## config.mk

```make
export PLATFORM = sky130hd
export DESIGN_NAME = hvn_norm
export DESIGN_NICKNAME = d
export VERILOG_FILES = /design/src/hvn_pkg.sv /design/src/hvn_norm.sv
export SDC_FILE = /design/constraint.sdc
export NUM_CORES = 1
export LEC_CHECK = 0
export BUFFER_PORTS_ARGS = -buffer_cell sky130_fd_sc_hd__buf_2
export CAP_MARGIN = 20
export CORE_UTILIZATION = 45
export DETAILED_ROUTE_END_ITERATION = 12
export GPL_TIMING_DRIVEN = 1
export PLACE_DENSITY = 0.61
export SLEW_MARGIN = 20
export SYNTH_ARGS = -nofsm -noshare
export SYNTH_HDL_FRONTEND = slang
export SYNTH_SLANG_ARGS = --single-unit
export TNS_END_PERCENT = 10
```

## constraint.sdc

```tcl
create_clock -name i_clk -period 21.7 [get_ports i_clk]
set_input_delay 4.34 -clock i_clk [delete_from_list [all_inputs] [get_ports i_clk]]
set_output_delay 4.34 -clock i_clk [all_outputs]
set_load 0.005 [all_outputs]
```

## src/hvn_pkg.sv

```systemverilog
package hvn_pkg;

    localparam int DEF_MAX_SIDE = 128;
    localparam int CFG_IDX_W    = 2;
    localparam int ACC_W        = 12;
    localparam int SUMSQ_W      = 23;
    localparam int NRM_W        = 16;
    localparam int NB_COUNT     = 7;

    localparam logic [7:0] SIDE_RESET = 8'd128;

    localparam logic FUNC_LOAD  = 1'b0;
    localparam logic FUNC_QUERY = 1'b1;

    localparam logic [CFG_IDX_W-1:0] CFG_GRID_COLUMNS = 2'd0;
    localparam logic [CFG_IDX_W-1:0] CFG_GRID_ROWS    = 2'd1;

    typedef struct packed {
        logic       func;
        logic [6:0] column;
        logic [6:0] row;
        logic [7:0] sample;
    } t_in_word;

    typedef struct packed {
        logic [7:0]        height_raw;
        logic signed [15:0] normal_x;
        logic signed [15:0] normal_y;
        logic signed [15:0] normal_z;
        logic              out_of_range;
    } t_out_word;

    typedef struct packed {
        logic done;
        logic busy;
    } t_norm_stat;

    typedef enum logic [2:0] {
        ST_IDLE,
        ST_READ,
        ST_SUM,
        ST_SQ,
        ST_NSTART,
        ST_NWAIT,
        ST_DONE
    } t_state;

endpackage

```

## src/hvn_norm.sv

```systemverilog
module hvn_norm (
    input  logic                               i_clk,
    input  logic                               i_rst_n,
    input  logic                               i_start,
    input  logic signed [hvn_pkg::ACC_W-1:0]   i_comp,
    input  logic [hvn_pkg::SUMSQ_W-1:0]        i_sumsq,
    output logic signed [hvn_pkg::NRM_W-1:0]   o_result,
    output hvn_pkg::t_norm_stat                o_stat
);
    import hvn_pkg::*;

    localparam int W = 55;

    logic [W-1:0]       r_n, r_p, r_d, r_a;
    logic [W-1:0]       n_trial;
    logic [15:0]        r_t;
    logic [3:0]         r_b;
    logic               r_busy, r_done, r_neg;
    logic [ACC_W-2:0]   n_mag;
    logic [2*ACC_W-3:0] n_sq;
    logic               n_take;
    logic [16:0]        n_m;

    always_comb begin
        n_mag   = i_comp[ACC_W-1] ? (ACC_W-1)'(-i_comp) : i_comp[ACC_W-2:0];
        n_sq    = {{(ACC_W-1){1'b0}}, n_mag} * {{(ACC_W-1){1'b0}}, n_mag};
        n_trial = r_p + r_d + r_a;
        n_take  = (n_trial <= r_n);
        n_m     = ({1'b0, r_t} + 17'd1) >> 1;
        o_result = r_neg ? -NRM_W'(n_m) : NRM_W'(n_m);
        o_stat.done = r_done;
        o_stat.busy = r_busy;
    end

    always_ff @(posedge i_clk) begin
        if (!i_rst_n) begin
            r_busy <= 1'b0;
            r_done <= 1'b0;
        end else begin
            r_done <= 1'b0;
            if (i_start) begin
                r_busy <= 1'b1;
            end else if (r_busy && r_b == 4'd0) begin
                r_busy <= 1'b0;
                r_done <= 1'b1;
            end
        end
    end

    always_ff @(posedge i_clk) begin
        if (i_start) begin
            r_n   <= W'(n_sq) << 30;
            r_p   <= '0;
            r_d   <= '0;
            r_a   <= W'(i_sumsq) << 30;
            r_t   <= '0;
            r_b   <= 4'd15;
            r_neg <= i_comp[ACC_W-1];
        end else if (r_busy) begin
            if (n_take) begin
                r_p <= n_trial;
                r_d <= (r_d >> 1) + r_a;
            end else begin
                r_d <= r_d >> 1;
            end
            r_a <= r_a >> 2;
            r_t <= {r_t[14:0], n_take};
            r_b <= r_b - 4'd1;
        end
    end

endmodule

```

==> impl_metrics.tcl, run 1 <==
set metrics [dict create \
    vias 17300 \
    netlist_area_um2 20000 \
    cp_slowest_cell "xor2_1" \
    antennaDiodeCount 0 \
    comb_power_share_pct 67.6 \
    path_clk_slew_ns 0.06 \
    place_congestion 0.949 \
    numClockSinks 207 \
    yosysMostFrequentCell "nor2_1" \
    drt_iter0_markers 1163 \
    wl_per_cell_um 19.0 \
    grt_setup_unrepaired "false" \
    synth_top_area_share_pct 16.2 \
    critPathKind "input pin to flop" \
    cts-buffers-inserted 26 \
    yosysWarningCount 0 \
    die-area_um2 45300 \
    synth-seq-cells 207 \
    slowest_delay_ns 0.63 \
    slew_headroom_pct 29.6 \
    area_growth_pct 7.37 \
    hold_viol 0 \
    syn_nets 2704 \
    clkPwrFrac_pct 13.6 \
    die_h_um 213 \
    grt_pass1_wl_um 91300 \
    grt_max_degree 75 \
    firstDrtPassIters 5 \
    hpwl_um 42500 \
    power_density_nw_per_um2 151 \
    timing.final.crit_period_ns 11.04 \
    hold_path.class "flop to flop" \
    fill_cells 4275 \
    cts_tree "yes" \
    insertion_delay_ns 0.55 \
    die_w_um 213 \
    cts_resized 0 \
    io_pins 56 \
    rows 76 \
    avgSynthCellArea_um2 8.46 \
    max_cap_violations 0 \
    portBuffers 55 \
    drc 0 \
    ctsHoldBuffers 0 \
    finalSetupViolations 0 \
    grtUsageTotal_pct 25.2 \
    power_mw 3.24 \
    synthArstFlopShare_pct 0 \
    root_buffer "clkbuf_16" \
    arrival_ns 11.35 \
    synth_flop_cell "dfxtp_1" \
    setup.worst_path.start_class "input pin" \
    seq_power_share_pct 18.9 \
    viasPerCell 5.87 \
    synth_area_leader_cell "dfxtp_1" \
    fmax_ghz 0.0906 \
    power_switching_share_pct 51.4 \
    yosysUniqueCellTypes 81 \
    leakage_nw 9.58 \
    slew_violations 0 \
    period_share_pct 50.9 \
    critPathCaptureType "flop" \
    layout_setup_ws_ns 10.66 \
    grt_pass1_vias 17000 \
    status "finished clean" \
    worstMarginPinSlew_ns 1.05 \
    postCtsSetupBuffers 0 \
    synth_top_cells_by_count "nor2_1, nand2_1, ha_1, inv_1, a21oi_1" \
    synthTopCellsByArea "dfxtp_1, fa_1, ha_1" \
    fin_nets 2688 \
    synth-seq-area-share_pct 23.0 \
    critPathMaxFanout 8 \
    clk_path_buf_depth 3 \
    grt_remaining_overflow 0 \
    crit_path_cell_trace "buf_2 > or4_1 > or2_2 > o41ai_1 > xor2_1 > nor2_1 > inv_1 > fa_1 > fa_1 > inv_1 > fa_1 > fa_1 > inv_1 > fa_1 > inv_1 > ha_1 > nand2_1 > o21ai_0 > nand4_1 > a311oi_1 > o21a_1 > o21ai_0 > nor2b_1 > xnor2_1" \
    p_switching_mw 1.66 \
    synth_edf_count 45 \
    finalSetupTns_ns 0 \
    syn-instance-count 2362 \
    worstPathRequired_ns 22.00 \
    cts_max_level 1 \
    p_int_mw 1.57 \
    postRouteAntennaNets 0 \
    drive_above_1_share_pct 6.21 \
    start_util_pct 46.0 \
    critPathMostFrequentCell "fa_1" \
    antenna_found_initial 0 \
    routed_wl_um 56200 \
    irDropWorstVdd_mv 0.192 \
    finalClockSkew_ns 0.0167 \
    core-area_um2 43500 \
    preCtsSetupSlack_ns 10.16 \
]
==> final timing paths <==
path	start	slack, ns	endpoint	depth (start not counted)
hold / removal	r_d[0]$_SDFFE_PP0P_	0.49	r_d[0]$_SDFFE_PP0P_	2
setup / recovery	i_comp[4]	10.66	r_n[49]$_DFFE_PP_	24
hold reg to reg	r_d[0]$_SDFFE_PP0P_	0.49	r_d[0]$_SDFFE_PP0P_	2
setup reg to reg	r_d[1]$_SDFFE_PP0P_	13.01	r_d[50]$_SDFFE_PP0P_	25
==> stage by stage <==
step	utilization, %	cells	hold WS, ns	area, um^2
floorplan	-	2362	0.460	20000
global placement	47.4	2903	0.472	20600
detailed placement	47.4	2903	0.483	20600
CTS	49.4	2951	0.490	21500
global route	49.4	2951	0.502	21500
finish	49.4	2951	0.487	21500
==> layout by cell type, fill, tap and decap left out, types with 17 or more instances in the layout <==
cell type	instances
o21bai_1	17
nor3_1	41
xnor2_1	96
a311oi_1	23
nand2_1	201
a21o_1	58
and3_1	26
clkbuf_16	27
nand3_1	87
a31oi_1	19
nor2_1	211
o21a_1	21
o311ai_0	20
xor2_1	59
or3_1	18
fa_1	120
edfxtp_1	45
dfxtp_1	161
o21ai_0	117
nor2b_1	21
mux2i_1	51
a22o_1	21
o211ai_1	22
buf_2	54
ha_1	184
o31ai_1	26
nand4_1	35
inv_1	176
a21oi_1	170
==> cell type report <==
class | instances | area (um^2) | share of cell area (%)
timing repair buffer | 69 | 387 | 1.80
multi-input combinational | 1862 | 14200 | 66.3
tap | 585 | 732 | 3.41
inverter | 180 | 676 | 3.15
sequential | 207 | 4600 | 21.4
clock buffer | 30 | 687 | 3.20
clock inverter | 18 | 164 | 0.764
==> registers in the layout (all words and copies together) (netlist names) <==
register  flops
r_neg         1
r_a          53
r_b           4
r_d          55
r_busy        1
r_t          16
r_done        1
r_p          55
r_n          21
==> layer usage <==
| metal | part of all wire, % | up-vias | track usage (%) |
|---|---|---|---|
| met5 | 0 | - | 0 |
| met3 | 3.9 | 60 | 2.41 |
| met4 | 2.0 | 0 | 5.23 |
| met2 | 48 | 350 | 43.2 |
| li1 | - | 8414 | - |
| met1 | 46 | 8487 | 34.4 |
==> logic make-up after synthesis <==
| kind of cell | Yosys count | share of synthesized area (%) |
|---|---|---|
| compound gates | 637 | 21.5 |
| mux | 53 | 2.67 |
| buf+inv | 293 | 5.94 |
| simple gates | 713 | 16.6 |
| fa+ha+maj | 304 | 23.5 |
| xor+xnor | 155 | 6.79 |
| flops | 207 | 23.0 |
==> power groups by stage <==
stage | registers (mW) | logic [mW] | clock network [mW]
after floorplan | 0.589 | 1.72 | 0
after global placement | 0.618 | 2.14 | 0
after detailed placement | 0.620 | 2.17 | 0
after CTS | 0.612 | 2.19 | 0.450
after global routing | 0.624 | 2.47 | 0.465
final | 0.610 | 2.19 | 0.439
==> critical path, delay by kind of cell <==
kind	cells	cell delay, ns
AOI/OAI and AO/OA	5	1.51
xor gates and xnor gates	2	0.76
adders and majority gates	6	2.90
buffers and inverters	5	0.41
and+or+nand+nor	6	1.45
Note: power is estimated with default switching activity, not from simulation.
==> inputs of run 2 (changes only) <==
--- a/config.mk
+++ b/config.mk
@@ -5,6 +5,7 @@
 export SDC_FILE = /design/constraint.sdc
 export NUM_CORES = 1
 export LEC_CHECK = 0
+export ABC_AREA = 1
 export BUFFER_PORTS_ARGS = -buffer_cell sky130_fd_sc_hd__buf_2
 export CAP_MARGIN = 20
 export CORE_UTILIZATION = 45
==> constraint.sdc (replaced) <==
create_clock -name i_clk -period 10.4 [get_ports i_clk]
set_input_delay 2.08 -clock i_clk [delete_from_list [all_inputs] [get_ports i_clk]]
set_output_delay 2.08 -clock i_clk [all_outputs]
set_load 0.005 [all_outputs]
==> run 2 against run 1 <==
Critical path depth up 7. Power up 120%. Clock power increased by 120%. Critical endpoint is now r_n[51]$_DFFE_PP_. Die area is 3.1% higher.
==> impl_metrics.tcl, run 2 <==
set metrics [dict create \
    status "finished clean" \
    avgSynthCellArea_um2 7.00 \
    io_pins 56 \
    place_congestion 0.955 \
    ctsHoldBuffers 0 \
    slowest_delay_ns 0.55 \
    rows 78 \
    p_switching_mw 3.70 \
    irDropWorstVdd_mv 0.287 \
    crit_buf_inv 9 \
    antennaDiodeCount 0 \
    fmax_ghz 0.117 \
    die-area_um2 46700 \
    critPathCaptureType "flop" \
    design_area_um2 22300 \
    postRouteAntennaNets 0 \
    finalSetupTns_ns 0 \
    drive_above_1_share_pct 5.29 \
    timing.final.crit_period_ns 8.56 \
    power_switching_share_pct 51.9 \
    yosysWarningCount 0 \
    r2r_slack_ns 2.79 \
    antenna_found_initial 0 \
    grt_pass1_vias 18300 \
    drc 0 \
    synth-seq-cells 207 \
    synthTopCellsByArea "dfxtp_1, nand2_1, fa_1" \
    yosysUniqueCellTypes 48 \
    cts_tree "yes" \
    viasPerCell 5.21 \
    netlist_area_um2 20600 \
    synth_edf_count 45 \
    arrival_ns 8.87 \
    critPathMostFrequentCell "inv_1" \
    finalClockSkew_ns 0.0221 \
    hpwl_um 45200 \
    critPathMaxFanout 13 \
    syn_nets 3288 \
    portBuffers 55 \
    finalSetupViolations 0 \
    routed_wl_um 56800 \
    setup.worst_path.start_class "input pin" \
    synth_top_area_share_pct 15.7 \
    p_int_mw 3.43 \
    postCtsSetupBuffers 0 \
    power_mw 7.13 \
    grt_remaining_overflow 0 \
    seq_power_share_pct 19.0 \
    die_h_um 216 \
    yosysMostFrequentCell "nand2_1" \
    cts-buffers-inserted 26 \
    reg.largest.list "r_d x55, r_p x55, r_a x53" \
    fin_nets 3308 \
    wl_per_cell_um 15.8 \
    die_w_um 216 \
    hold_viol 0 \
    layout_commonest_cell "nand2_1" \
    worstPathRequired_ns 10.71 \
    period_share_pct 82.3 \
    core-area_um2 45300 \
    start_util_pct 45.5 \
    max_cap_violations 0 \
    slew_violations 0 \
    numClockSinks 207 \
    final_cell_mix "nand2_1, inv_1, nor2_1" \
    place_area_um2 21400 \
    cts_resized 0 \
    firstDrtPassIters 5 \
    worstMarginPinSlew_ns 0.833 \
    critical_path.top_delay_family "adder cells" \
    path_clk_slew_ns 0.06 \
    synth-seq-area-share_pct 22.3 \
    drt_iter0_markers 1251 \
    slew_headroom_pct 43.9 \
    syn-instance-count 2946 \
    grt_setup_unrepaired "false" \
    grtUsageTotal_pct 24.6 \
    clk_path_buf_depth 3 \
    insertion_delay_ns 0.56 \
    grt_pass1_wl_um 93200 \
    cp_slowest_cell "fa_1" \
    synth_top_cells_by_count "nand2_1, inv_1, nor2_1, a21oi_1, ha_1" \
    hold_path.class "flop to flop" \
    comb_power_share_pct 67.6 \
    root_buffer "clkbuf_16" \
    leakage_nw 11.2 \
    critPathKind "input pin to flop" \
    vias 18700 \
    clkPwrFrac_pct 13.4 \
    synth_flop_cell "dfxtp_1" \
    synthArstFlopShare_pct 0 \
    synth_area_leader_cell "dfxtp_1" \
    area_growth_pct 8.23 \
    cts_max_level 1 \
    power_density_nw_per_um2 319 \
    grt_max_degree 95 \
]
-- run 2: cell types whose count changed in the layout (fill, tap and decap cells not counted), moves of 27 or more --
cell	change
a21o_1	-53
a21oi_1	+28
inv_1	+316
mux2i_1	-51
nand2_1	+485
nand3_1	+95
nand3b_1	+34
nor2_1	+70
o21ai_0	-27
o22ai_1	+37
xnor2_1	-36
-- run 2: cells by family after synthesis --
group	synth area share, %
buffers and inverters	11.2
AO/OA/AOI/OAI	12.5
adder cells (fa/ha/maj)	22.8
flip-flops	22.3
XOR/XNOR	5.39
AND/OR/NAND/NOR	25.8
-- run 2: worst register-to-register path, delay by kind of cell, from the launching register on --
family	cells	cell delay (ns)
AOI/OAI and AO/OA	3	0.89
adders and majority gates	4	1.46
buffers and inverters	2	0.78
DFF	1	0.39
and+or+nand+nor	24	3.97
-- run 2: worst paths after layout --
| kind | startpoint | to | cells past startpoint |
|---|---|---|---|
| worst max-delay path | i_comp[0] | r_n[51]$_DFFE_PP_ | 31 |
| worst min-delay path | r_p[53]$_SDFFE_PP0P_ | r_p[53]$_SDFFE_PP0P_ | 2 |
| worst max register to register | r_a[1]$_SDFFE_PP0P_ | r_d[39]$_SDFFE_PP0P_ | 33 |
| worst min register to register | r_p[53]$_SDFFE_PP0P_ | r_p[53]$_SDFFE_PP0P_ | 2 |
-- run 2: metrics by stage --
| step | setup slack, ns | cells | util (%) | hold WS, ns |
|---|---|---|---|---|
| detailed placement | 1.20 | 3536 | 47.2 | 0.443 |
| global placement | 1.37 | 3536 | 47.2 | 0.432 |
| floorplan | 1.97 | 2946 | - | 0.423 |
| CTS | 1.78 | 3583 | 49.2 | 0.452 |
| finish | 1.84 | 3585 | 49.3 | 0.450 |
| global route | 1.03 | 3585 | 49.3 | 0.487 |
-- run 2: cell type report --
type | count | area [um^2]
Tap cell | 600 | 751
Clock inverter | 9 | 87.6
Fill cell | 4749 | 23000
Timing Repair Buffer | 70 | 420
Sequential cell | 207 | 4600
Clock buffer | 38 | 821
Multi-Input combinational cell | 2152 | 13700
Inverter | 509 | 1910
-- run 2: layer usage --
metal | global-route usage, % | share of wire (%) | vias to the layer above
met5 | 0 | 0 | -
met4 | 8.05 | 3.3 | 0
met3 | 3.49 | 4.8 | 84
met2 | 41.6 | 46 | 369
met1 | 32.2 | 46 | 8730
li1 | - | - | 9494
-- run 2: power by group through the flow --
stage          clock (mW)  sequential [mW]  combinational [mW]
3_3_place_gp            0             1.38                4.75
2_1_floorplan           0             1.29                3.85
6_report            0.951             1.36                4.82
5_1_grt              1.01             1.39                5.51
3_5_place_dp            0             1.38                4.81
4_1_cts             0.977             1.36                4.85
